$ cat src/rtl/top_k_score_tracker_top_defines.svh
// ----------------------------------------------------------------------------
// Top-k score tracker assertion macros
// Assertion helpers for the tracker RTL; they compile away under SYNTH.
// ----------------------------------------------------------------------------
`ifndef TOP_K_SCORE_TRACKER_TOP_DEFINES_SVH
`define TOP_K_SCORE_TRACKER_TOP_DEFINES_SVH

`ifndef SYNTH
// Check a property on every rising clock edge outside reset.
`define TKST_ASSERT(lbl, prop) \
  lbl: assert property (@(posedge clk_i) disable iff (!rst_ni) (prop)) \
    else $error("top_k_score_tracker assertion failed");
// Check that a condition implies a result in the following cycle.
`define TKST_ASSERT_NEXT(lbl, ante, cons) \
  lbl: assert property (@(posedge clk_i) disable iff (!rst_ni) (ante) |=> (cons)) \
    else $error("top_k_score_tracker sequence assertion failed");
`else
`define TKST_ASSERT(lbl, prop)
`define TKST_ASSERT_NEXT(lbl, ante, cons)
`endif

`endif

$ cat src/rtl/tkst_pkg.sv
// ----------------------------------------------------------------------------
// Top-k score tracker package
// Shared types, sizes and a helper function for the tracker cells and control.
// ----------------------------------------------------------------------------
package tkst_pkg;

  localparam int CAPACITY = 16;
  localparam int COUNT_W  = $clog2(CAPACITY + 1);
  localparam int IDX_W    = (CAPACITY > 1) ? $clog2(CAPACITY) : 1;

  localparam int KEEP_W   = 5;
  localparam int SCORE_W  = 8;
  localparam int TAG_W    = 32;
  localparam int RANK_W   = 4;

  localparam logic [KEEP_W-1:0] KEEP_RESET = KEEP_W'(10);

  localparam logic OP_OFFER = 1'b0;
  localparam logic OP_DUMP  = 1'b1;

  typedef struct packed {
    logic               operation;
    logic [SCORE_W-1:0] score;
    logic [TAG_W-1:0]   tag;
    logic               qualifies;
  } in_item_t;

  typedef struct packed {
    logic [RANK_W-1:0]  rank;
    logic [SCORE_W-1:0] entry_score;
    logic [TAG_W-1:0]   entry_tag;
    logic               entry_valid;
    logic               last;
  } out_item_t;

  typedef struct packed {
    logic [SCORE_W-1:0] score;
    logic [TAG_W-1:0]   tag;
  } entry_t;

  typedef enum logic [1:0] {
    CELL_HOLD,
    CELL_INSERT,
    CELL_ROTATE
  } cell_mode_e;

  typedef struct packed {
    cell_mode_e mode;
    logic       valid;
    logic       left_ge;
  } cell_ctrl_t;

  // Control from the sequencer to the chain.
  typedef struct packed {
    logic               offer;
    logic               rotate;
    logic               trunc;
    logic [COUNT_W-1:0] keep;
    entry_t             cand;
  } chain_ctrl_t;

  // Status from the chain back to the sequencer.
  typedef struct packed {
    logic [COUNT_W-1:0] count;
    entry_t             head;
  } chain_stat_t;

  typedef enum logic {
    ST_IDLE,
    ST_DUMP
  } tkst_state_e;

  // Zero acts as one, anything above the capacity acts as the capacity.
  function automatic logic [COUNT_W-1:0] eff_keep(input logic [KEEP_W-1:0] k);
    logic [COUNT_W-1:0] r;
    if (k == '0) begin
      r = COUNT_W'(1);
    end else if (int'(k) > CAPACITY) begin
      r = COUNT_W'(CAPACITY);
    end else begin
      r = COUNT_W'(k);
    end
    return r;
  endfunction

endpackage

$ cat src/rtl/tkst_cell.sv
// ----------------------------------------------------------------------------
// Top-k score tracker cell
// One list slot: compares against the candidate and shifts toward its neighbors.
// ----------------------------------------------------------------------------
module tkst_cell import tkst_pkg::*; (
  input  logic       clk_i,
  input  cell_ctrl_t ctrl_i,
  input  entry_t     new_i,
  input  entry_t     left_i,
  input  entry_t     right_i,
  output logic       ge_o,
  output entry_t     data_o
);

  entry_t data_q, data_d;

  // Held entries at or above the candidate stay where they are.
  assign ge_o   = ctrl_i.valid && (data_q.score >= new_i.score);
  assign data_o = data_q;

  always_comb begin
    data_d = data_q;
    case (ctrl_i.mode)
      CELL_INSERT: begin
        if (!ge_o) begin
          data_d = ctrl_i.left_ge ? new_i : left_i;
        end
      end
      CELL_ROTATE: begin
        data_d = right_i;
      end
      default: begin
        data_d = data_q;
      end
    endcase
  end

  always_ff @(posedge clk_i) begin
    data_q <= data_d;
  end

endmodule

$ cat src/rtl/tkst_chain.sv
// ----------------------------------------------------------------------------
// Top-k score tracker chain
// Row of list cells with the fill count; inserts offers and rotates for dumps.
// ----------------------------------------------------------------------------
module tkst_chain import tkst_pkg::*; (
  input  logic        clk_i,
  input  logic        rst_ni,
  input  chain_ctrl_t ctrl_i,
  output chain_stat_t stat_o
);

  logic [COUNT_W-1:0]  count_q, count_d;
  logic [CAPACITY-1:0] ge;
  logic [CAPACITY-1:0] occ;
  entry_t              data [CAPACITY];
  cell_ctrl_t          cctrl [CAPACITY];
  logic                full;
  logic                accept;

  assign full   = (count_q >= ctrl_i.keep);
  // Full and every held entry at or above the candidate: reject.
  assign accept = ctrl_i.offer && !(full && (ge == occ));

  for (genvar i = 0; i < CAPACITY; i++) begin : g_cell
    entry_t left, right;

    assign occ[i] = (COUNT_W'(i) < count_q);

    if (i == 0) begin : g_head
      assign left             = ctrl_i.cand;
      assign cctrl[i].left_ge = 1'b1;
    end else begin : g_body
      assign left             = data[i-1];
      assign cctrl[i].left_ge = ge[i-1];
    end

    if (i == CAPACITY - 1) begin : g_tail
      assign right = data[0];
    end else begin : g_mid
      // The tail of the occupied run wraps back to the head.
      assign right = (COUNT_W'(i + 1) == count_q) ? data[0] : data[i+1];
    end

    assign cctrl[i].valid = occ[i];
    assign cctrl[i].mode  = accept ? CELL_INSERT :
                            (ctrl_i.rotate && occ[i]) ? CELL_ROTATE : CELL_HOLD;

    tkst_cell u_cell (
      .clk_i   (clk_i),
      .ctrl_i  (cctrl[i]),
      .new_i   (ctrl_i.cand),
      .left_i  (left),
      .right_i (right),
      .ge_o    (ge[i]),
      .data_o  (data[i])
    );
  end

  always_comb begin
    count_d = count_q;
    if (ctrl_i.trunc) begin
      if (count_q > ctrl_i.keep) begin
        count_d = ctrl_i.keep;
      end
    end else if (accept && !full) begin
      count_d = count_q + COUNT_W'(1);
    end
  end

  always_ff @(posedge clk_i or negedge rst_ni) begin
    if (!rst_ni) begin
      count_q <= '0;
    end else begin
      count_q <= count_d;
    end
  end

  assign stat_o.count = count_q;
  assign stat_o.head  = data[0];

endmodule

$ cat src/rtl/top_k_score_tracker_top.sv
// ----------------------------------------------------------------------------
// Top-k score tracker
// Keeps the best keep_count (score, tag) pairs in descending score order and
// dumps them on request, one transfer per entry.
// ----------------------------------------------------------------------------
//
//  Port group         Direction  Handshake            Content
//  in_*               in         in_valid_i/in_ready_o   in_item_t (offer or dump)
//  out_*              out        out_valid_o/out_ready_i out_item_t (dump entries)
//  keep_count_*       in         keep_count_we_i         5-bit keep count
//
//  On an offer, every cell compares against the candidate in
//  parallel and the row shifts right below the insertion point on the edge that accepts it.
//  A dump emits max(1, held count) items and can be held by output stalls; the row rotates
//  by one cell per emitted entry, so the list is back in place at the end.
//  in_ready_o is low for the duration of a dump; offers stream back to back.
//  Reset clears the fill count and sets keep_count to 10; cell contents have
//  no reset and are never read beyond the fill count.
//  The output register holds a result under back-pressure; the rotation
//  advances only when that register is free or being drained.
// ----------------------------------------------------------------------------
`include "top_k_score_tracker_top_defines.svh"

module top_k_score_tracker_top import tkst_pkg::*; (
  input  logic               clk_i,
  input  logic               rst_ni,
  input  logic               in_valid_i,
  output logic               in_ready_o,
  input  in_item_t           in_data_i,
  output logic               out_valid_o,
  input  logic               out_ready_i,
  output out_item_t          out_data_o,
  input  logic               keep_count_we_i,
  input  logic [KEEP_W-1:0]  keep_count_i
);

  tkst_state_e        state_q, state_d;
  logic [KEEP_W-1:0]  keep_q;
  logic [IDX_W-1:0]   idx_q, idx_d;
  logic               out_valid_q;
  out_item_t          out_data_q;
  chain_ctrl_t        cctrl;
  chain_stat_t        cstat;
  logic               in_xfer;
  logic               slot_free;
  logic               emit;
  logic               emit_last;
  logic               empty;

  assign in_xfer   = in_valid_i && in_ready_o;
  assign slot_free = !out_valid_q || out_ready_i;
  assign empty     = (cstat.count == '0);
  assign emit_last = empty || ((COUNT_W'(idx_q) + COUNT_W'(1)) == cstat.count);

  // Next state.
  always_comb begin
    state_d = state_q;
    case (state_q)
      ST_IDLE: begin
        if (in_xfer && (in_data_i.operation == OP_DUMP)) begin
          state_d = ST_DUMP;
        end
      end
      ST_DUMP: begin
        if (slot_free && emit_last) begin
          state_d = ST_IDLE;
        end
      end
      default: begin
        state_d = ST_IDLE;
      end
    endcase
  end

  // State outputs.
  always_comb begin
    in_ready_o = 1'b0;
    emit       = 1'b0;
    case (state_q)
      ST_IDLE: begin
        in_ready_o = 1'b1;
      end
      ST_DUMP: begin
        emit = slot_free;
      end
      default: begin
        in_ready_o = 1'b0;
      end
    endcase
  end

  // Chain control: a config write truncates at once to the new keep count.
  always_comb begin
    cctrl.offer     = in_xfer && (in_data_i.operation == OP_OFFER) && in_data_i.qualifies;
    cctrl.rotate    = emit && !empty;
    cctrl.trunc     = keep_count_we_i;
    cctrl.keep      = keep_count_we_i ? eff_keep(keep_count_i) : eff_keep(keep_q);
    cctrl.cand      = '{score: in_data_i.score, tag: in_data_i.tag};
  end

  tkst_chain u_chain (
    .clk_i  (clk_i),
    .rst_ni (rst_ni),
    .ctrl_i (cctrl),
    .stat_o (cstat)
  );

  // Dump rank counter: restart on each accepted input item, advance per emitted entry.
  always_comb begin
    idx_d = idx_q;
    if (in_xfer) begin
      idx_d = '0;
    end else if (emit) begin
      idx_d = idx_q + IDX_W'(1);
    end
  end

  always_ff @(posedge clk_i or negedge rst_ni) begin
    if (!rst_ni) begin
      state_q     <= ST_IDLE;
      keep_q      <= KEEP_RESET;
      idx_q       <= '0;
      out_valid_q <= 1'b0;
    end else begin
      state_q <= state_d;
      idx_q   <= idx_d;
      if (keep_count_we_i) begin
        keep_q <= keep_count_i;
      end
      if (emit) begin
        out_valid_q <= 1'b1;
      end else if (out_ready_i) begin
        out_valid_q <= 1'b0;
      end
    end
  end

  // Output payload; an empty list gives one zero item with entry_valid low, flagged last.
  always_ff @(posedge clk_i) begin
    if (emit) begin
      out_data_q.rank        <= empty ? '0 : RANK_W'(idx_q);
      out_data_q.entry_score <= empty ? '0 : cstat.head.score;
      out_data_q.entry_tag   <= empty ? '0 : cstat.head.tag;
      out_data_q.entry_valid <= !empty;
      out_data_q.last        <= emit_last;
    end
  end

  assign out_valid_o = out_valid_q;
  assign out_data_o  = out_data_q;

  `TKST_ASSERT(a_count_in_keep, cstat.count <= eff_keep(keep_q))
  `TKST_ASSERT(a_invalid_is_last, !out_valid_o || out_data_o.entry_valid || out_data_o.last)
  `TKST_ASSERT_NEXT(a_dump_blocks_input, in_xfer && (in_data_i.operation == OP_DUMP), !in_ready_o)
  `TKST_ASSERT_NEXT(a_last_frees_input, emit && emit_last, in_ready_o)
  `TKST_ASSERT_NEXT(a_rotate_keeps_count, cctrl.rotate && !keep_count_we_i, $stable(cstat.count))

endmodule
$ cat config.mk
export PLATFORM = sky130hd
export DESIGN_NAME = top_k_score_tracker_top
export DESIGN_NICKNAME = d
export VERILOG_FILES = /design/src/rtl/tkst_pkg.sv /design/src/rtl/tkst_cell.sv /design/src/rtl/tkst_chain.sv /design/src/rtl/top_k_score_tracker_top.sv
export VERILOG_INCLUDE_DIRS = /design/src /design/src/rtl
export SDC_FILE = /design/constraint.sdc
export NUM_CORES = 2
export LEC_CHECK = 0
export BUFFER_PORTS_ARGS = -buffer_cell sky130_fd_sc_hd__buf_2
export CORE_ASPECT_RATIO = 1.2
export CORE_MARGIN = 2
export CORE_UTILIZATION = 29
export DETAILED_ROUTE_END_ITERATION = 12
export MAX_ROUTING_LAYER = met4
export PLACE_DENSITY = 0.39
export SLEW_MARGIN = 20
export SYNTH_ARGS = -nofsm -noshare
export SYNTH_HDL_FRONTEND = slang
export SYNTH_SLANG_ARGS = --single-unit
export TNS_END_PERCENT = 10
$ cat constraint.sdc
create_clock -name clk_i -period 13.85 [get_ports clk_i]
set_clock_uncertainty 0.1 [all_clocks]
set_input_delay 2.0775 -clock clk_i [delete_from_list [all_inputs] [get_ports clk_i]]
set_output_delay 2.0775 -clock clk_i [all_outputs]
set_load 0.005 [all_outputs]
* Word-level counts from Yosys, hierarchy flattened
Cells that the tools add are included.
** Operators by class
- Reduce and logical (&&, ||, !) cells :: 86
- Magnitude comparators :: 36
- Bitwise logic cells :: 2
- Eq/ne operators :: 67
- Add/sub/neg operators :: 3
- Muxes and demuxes :: 111
** Operators by type and width (number)
- $mux W40 :: 46
- $pmux W40 S2 :: 16
- $ge A8 B8 Y1 :: 16
- $mux W2 :: 32
- $logic_and A1 B1 Y1 :: 41
- $eq A4 B5 Y1 const A :: 8
- $lt A4 B5 Y1 const A :: 8
- $mux W5 :: 8
- $reduce_bool A2 Y1 :: 19
- $ne A2 B2 Y1 const B :: 17
- $eq A2 B1 Y1 const B :: 16
- $eq A2 B2 Y1 const B :: 16
- $reduce_and A2 Y1 :: 16
- $eq A3 B5 Y1 const A :: 4
- $lt A3 B5 Y1 const A :: 4
- $eq A16 B16 Y1 :: 1
- $logic_not A5 Y1 :: 3
- $eq A2 B5 Y1 const A :: 2
- $gt A5 B5 Y1 const B :: 2
- $lt A1 B5 Y1 const A :: 2
- $lt A2 B5 Y1 const A :: 2
- $mux W4 :: 2
- $mux W1 :: 6
- $add A4 B1 Y5 const B :: 1
- 12 further kinds :: 17
** Word-level totals
- Flip-flop bits (word level) :: 702
- Logic and storage cells :: 347
- Output and inout bits :: 48

* Logic depth before layout (Yosys ltp)
- Word-level depth :: 12
- Depth in mapped cells :: 13
- Depth with buffers taken out :: 11

* Hierarchy
From an unflattened synthesis, not the netlist that was laid out.
** Second synthesis, totals
- Cell total of the unflattened synthesis :: 4325
- Area, all modules :: 46856.2 µm²
** Modules (own cells, without submodules)
- tkst_cell (u_chain.g_cell[0].u_cell ...) :: seq. area each 1201.2 µm², instances 11, area each 2249.7 µm², cells an instance 205
- tkst_cell (u_chain.g_cell[5].u_cell ...) :: seq. area each 1201.2 µm², instances 5, area each 2253.4 µm², cells an instance 205
- tkst_chain :: seq. area each 125.1 µm², instances 1, area each 8480.6 µm², cells an instance 880
- top_k_score_tracker_top :: seq. area each 1659.1 µm², instances 1, area each 2362.3 µm², cells an instance 165

* Least setup slack after synthesis
No wires, ideal clock.
- Path kind :: input -> register
- From :: input in_data_i[34] in the netlist's numbering
- To :: register u_chain.g_cell[7].u_cell.data_q, in the netlist u_chain.g_cell[7].u_cell.data_o[0], enable pin
- Path slack :: 6.212 ns
- Data required time :: 13.252 ns
- Arrival time :: 7.040 ns
- Cell stages on the path :: 10
- Cell sequence :: clkbuf_1 inv_1 ha_1 a2111oi_0 nor3_1 or3_1 nand4_1 nor4_4 buf_6 o31ai_1
** On the way
- Cells in the longest elaborated chain, start to end :: 10
- Elaborated cells between the ends (all ways) :: 42
- Those cells by class :: order compare (16); eq/ne (4); mux (1); reduce/logical (21)
** Ends and longest elaborated chain
- start: declaration :: RTL line top_k_score_tracker_top.sv:29 : input in_item_t in_data_i,
- $ge A8 B8 Y1 :: RTL line tkst_cell.sv:18 : assign ge_o = ctrl_i.valid && (data_q.score >= new_i.score);
- $logic_and A1 B1 Y1 :: RTL line tkst_cell.sv:18
- $eq A16 B16 Y1 :: RTL line tkst_chain.sv:22 : assign accept = ctrl_i.offer && !(full && (ge == occ));
- $logic_and A1 B1 Y1 :: RTL line tkst_chain.sv:22
- $logic_not A1 Y1 :: RTL line tkst_chain.sv:22
- $logic_and A1 B1 Y1 :: RTL line tkst_chain.sv:22
- $mux W2 :: RTL line tkst_chain.sv:45 : assign cctrl[i].mode = accept ? CELL_INSERT :
- $eq A2 B1 Y1 / $eq A2 B2 Y1 (equally long branches) :: RTL line tkst_cell.sv:23 : case (ctrl_i.mode)
- $ne A2 B2 Y1 (no source line) / $reduce_bool A2 Y1 (equally long branches)
- $reduce_and A2 Y1 (no source line) (*)
- end signal: assignment :: RTL line tkst_cell.sv:39 : data_q <= data_d;
- end: declaration :: RTL line tkst_cell.sv:15 : entry_t data_q, data_d;
Mark *: on every way between the ends. The rest lies on a longest branch, timed or not.
A chain may end at the register's enable or synchronous reset.

* Final worst setup path
- From :: input in_data_i[34] in the netlist's numbering
- To :: register u_chain.g_cell[9].u_cell.data_q, in the netlist u_chain.g_cell[9].u_cell.data_o[18], enable pin
** On the way
- Cells in the longest elaborated chain, start to end :: 10
- Elaborated cells between the ends (all ways) :: 42
- Those cells by class :: order compare (16); eq/ne (4); mux (1); reduce/logical (21)
** Ends and longest elaborated chain (RTL line)
- $ge A8 B8 Y1 :: tkst_cell.sv:18
- $logic_and A1 B1 Y1 :: tkst_cell.sv:18
- $eq A16 B16 Y1 :: tkst_chain.sv:22
- $logic_and A1 B1 Y1 :: tkst_chain.sv:22
- $logic_not A1 Y1 :: tkst_chain.sv:22
- $logic_and A1 B1 Y1 :: tkst_chain.sv:22
- $mux W2 :: tkst_chain.sv:45
- $eq A2 B1 Y1 / $eq A2 B2 Y1 (equally long branches) :: tkst_cell.sv:23
- $ne A2 B2 Y1 (no source line) / $reduce_bool A2 Y1 (equally long branches)
- $reduce_and A2 Y1 (no source line) (*)
- end signal: assignment :: tkst_cell.sv:39
- end: declaration :: tkst_cell.sv:15
Marked as above.

==> PnR_summary.wiki <==
{| class="wikitable"
! Metric !! Value
|-
| Result of the run || complete, no violations
|-
| Number of buffers added by the clock tree synthesis step || 88
|-
| Number of max-slew violations in the final report || 0
|-
| Buffers added on ports || 99
|-
| Cell area after synthesis || 43500 um2
|-
| Cells after synthesis || 4342
|-
| Required time at the endpoint of the critical path || 14070 ps
|-
| DR iter-0 viols || 2475
|-
| Placeable core region || 149000 um2
|-
| Share of Yosys cell area claimed by the top area cell type || 47.4%
|-
| Buffer levels on the longest clock path || 3
|-
| Vertical die dimension || 428 um
|-
| Die Wd || 357 um
|-
| Number of setup buffers added after CTS || 0
|-
| GR Overflow Total || 0
|-
| Maximum number of pins on one net before global-route repair || 83
|-
| Dominant cells by area after synthesis || edfxtp_1, a211oi_1, mux2i_1
|-
| Number of rows created at floorplan || 155
|-
| Data arrival time of the critical path || 6820 ps
|-
| Post-CTS clock slew at the launch and capture registers of the worst setup and hold paths || 60 ps
|-
| Tcrit/Tclk final || 47.7%
|-
| Initial antenna violation count || 12
|-
| Quantity of gates resized following cts || 0
|-
| P per Cell Area || 263 nW/um2
|-
| Power share of the combinational group || 46.2%
|-
| Maximum ir drop on the vdd rail || 0.219 mV
|-
| Routed wire per std cell || 30.1 um
|-
| Hold depth || 1
|-
| Synth async-reset ratio || 2.28%
|-
| Share of power burned in the clock network || 18.0%
|-
| Nets@finish || 4358
|-
| Clock tree from TritonCTS || yes
|-
| Worst hold-check path type || reg -> reg
|-
| Number of flops mapped to enable cells by yosys || 686
|-
| Full die area || 153000 um2
|-
| Most area-hungry cell type in the Yosys netlist || edfxtp_1
|-
| Post-DP HPWL || 109 mm
|-
| Routability-driven placement congestion ratio || 0.856
|-
| Number of storage elements in the synthesis netlist || 702
|-
| Length in cells of the worst reg-to-reg path || 11
|-
| Period minus WS final || 6600 ps
|-
| Setup Total Neg Slack || 0 ps
|-
| Sequential cell area fraction in the yosys report || 48.3%
|-
| Antenna-violating nets left || 0
|-
| Clock Root Buffer || clkbuf_16
|-
| Clock Latency Late Sink || 710 ps
|-
| Synthesis-to-layout area growth || 11.8%
|-
| Final number of setup-violating endpoints || 0
|-
| Initial cell density of the core || 29.2%
|-
| Number of endpoints with negative hold slack in the final report || 0
|-
| Fin area || 48600 um2
|-
| Post-Syn Nets || 4531
|-
| Maximum fanout along the worst path || 28
|-
| Most instantiated library cell after synthesis || edfxtp_1
|-
| Synth warn || 0
|-
| Highest clock frequency the design can meet || 152 MHz
|-
| Mean number of vias per cell || 5.59
|-
| Total via count after detailed routing || 34679
|-
| Post-synth cell types || 66
|-
| Hold buffers post-CTS || 0
|-
| Count of TritonRoute iterations in the first routing pass || 5
|-
| Max_slew headroom || 21.2%
|-
| Relative contribution of sequential cells to total power || 35.7%
|-
| Unrepaired setup endpoints after global routing || false
|-
| Ranking of synthesized cells by instance count || edfxtp_1, a211oi_1, nand2_1
|-
| CTS sink count || 702
|-
| Post-Synthesis Mean Instance Area || 10.0 um2
|-
| Type of origin of the critical path || input port
|-
| Sw Ratio || 45.6%
|-
| Slew @ Worst Pin || 1180 ps
|-
| Number of top-level pins || 100
|-
| Critical Path End Type || register
|-
| Vias in the first global route || 34233
|-
| Internal power component || 6.94 mW
|-
| Total routing resource utilization after global routing || 24.7%
|-
| Count of unresolved DRC violations after routing || 0
|-
| Critical setup path kind || in -> reg
|-
| Max cap viols || 0
|-
| Share of cells above drive strength 1 || 10.3%
|-
| Instance area at placement || 45800 um2
|-
| H-tree levels || 3
|-
| WL final || 187 mm
|-
| Leakage Power || 17.5 nW
|-
| Switching power || 5.82 mW
|-
| Post-synth top flop || edfxtp_1
|-
| Wire length of the first global-routing pass || 264 mm
|}
[critical path, stage by stage]
cell       delay (ps)
buf_2             330
inv_1             470
ha_1              440
a2111oi_0         450
nor3_1            180
nor3_1            470
o2bb2ai_1         240
nor4_4             50
buf_4             280
o31ai_4          1020
buf_4             680
[layer usage]
metal | global-route usage [%] | up-vias | share of wire, %
met5 | - | - | 0
met1 | 31.4 | 17661 | 44
met4 | 7.92 | 0 | 3.0
met2 | 40.7 | 891 | 49
met3 | 2.87 | 278 | 4.0
li1 | - | 15849 | -
[kinds of logic (layout without fill, tap and decap cells)]
kind of cell	count (synthesis)	count (layout)	synth area share (%)
AOI/OAI and AO/OA	1347	1347	19.7
and+or+nand+nor	1223	1223	13.7
DFF	702	702	48.3
buffers and inverters	530	424	4.96
muxes	399	399	9.32
adders and majority gates	137	137	3.94
xor gates and xnor gates	4	4	0.0806
other	0	8	0
[cell usage in the layout (no fill, tap or decap), drive strengths merged, types with 10 or more instances in the layout]
cell type | Yosys | layout
edfxtp | 686 | 686
a211oi | 521 | 521
nand2 | 507 | 507
nor2b | 442 | 442
a21oi | 430 | 430
mux2i | 355 | 355
a31oi | 201 | 201
buf | 104 | 193
nor2 | 191 | 191
ha | 137 | 137
clkbuf | 352 | 111
o21ai | 93 | 93
inv | 74 | 76
mux2 | 44 | 44
o22ai | 40 | 40
clkinv | 0 | 39
nor3 | 20 | 20
a21o | 15 | 15
dfrtp | 14 | 14
nand2b | 14 | 14
o31ai | 13 | 13
nand3 | 10 | 10
[stage by stage]
step                      worst slack (ps)  hold slack (ps)  total power [mW]  cells  util [%]
after floorplan                       6210              382              7.91   4342         -
after CTS                             7370              415              12.8   6198      32.6
after global placement                6680              398              10.5   6040      30.8
after detailed placement              6600              402              10.5   6041      30.8
after global routing                  7070              441              13.4   6206      32.7
final                                 7250              409              12.8   6206      32.7
[final timing paths]
kind,slack (ps),startpoint,to
min in group asynchronous,1210,rst_ni,u_chain.count_q[2]$_DFFE_PN0P_
min,410,keep_q[0]$_DFFE_PN0P_,keep_q[0]$_DFFE_PN0P_
max in group asynchronous,12110,rst_ni,keep_q[3]$_DFFE_PN1P_
max reg2reg,8780,u_chain.g_cell[0].u_cell.data_o[32]$_DFFE_PP_,u_chain.g_cell[9].u_cell.data_o[18]$_DFFE_PP_
max,7250,in_data_i[34],u_chain.g_cell[9].u_cell.data_o[18]$_DFFE_PP_
min reg2reg,410,keep_q[0]$_DFFE_PN0P_,keep_q[0]$_DFFE_PN0P_
[layout make-up]
cell class	count	area, um2
diodes	8	20.0
clock buffers	111	2360
clock inverters	46	373
fillers	15189	100000
inverters	74	280
multi-input cells	3110	20900
flip-flops and latches	702	21000
well taps	1962	2450
repair buffers	193	1220
[registers in the layout (all words and copies together) (netlist names)]
| register | count |
|---|---|
| idx_q | 4 |
| keep_q | 5 |
| out_data_o | 46 |
| out_valid_o | 1 |
| state_q | 1 |
| u_chain.count_q | 5 |
| u_chain.g_cell.u_cell.data_o | 640 |
[power by group through the flow]
stage / clock (mW) / sequential, mW / combinational [mW]
floorplan: 0 / 4.17 / 3.74
global placement: 0 / 4.59 / 5.87
detailed placement: 0 / 4.57 / 5.90
CTS: 2.38 / 4.54 / 5.91
global route: 2.44 / 4.64 / 6.35
finish: 2.30 / 4.56 / 5.90
Note: power is estimated with default switching activity, not from simulation.
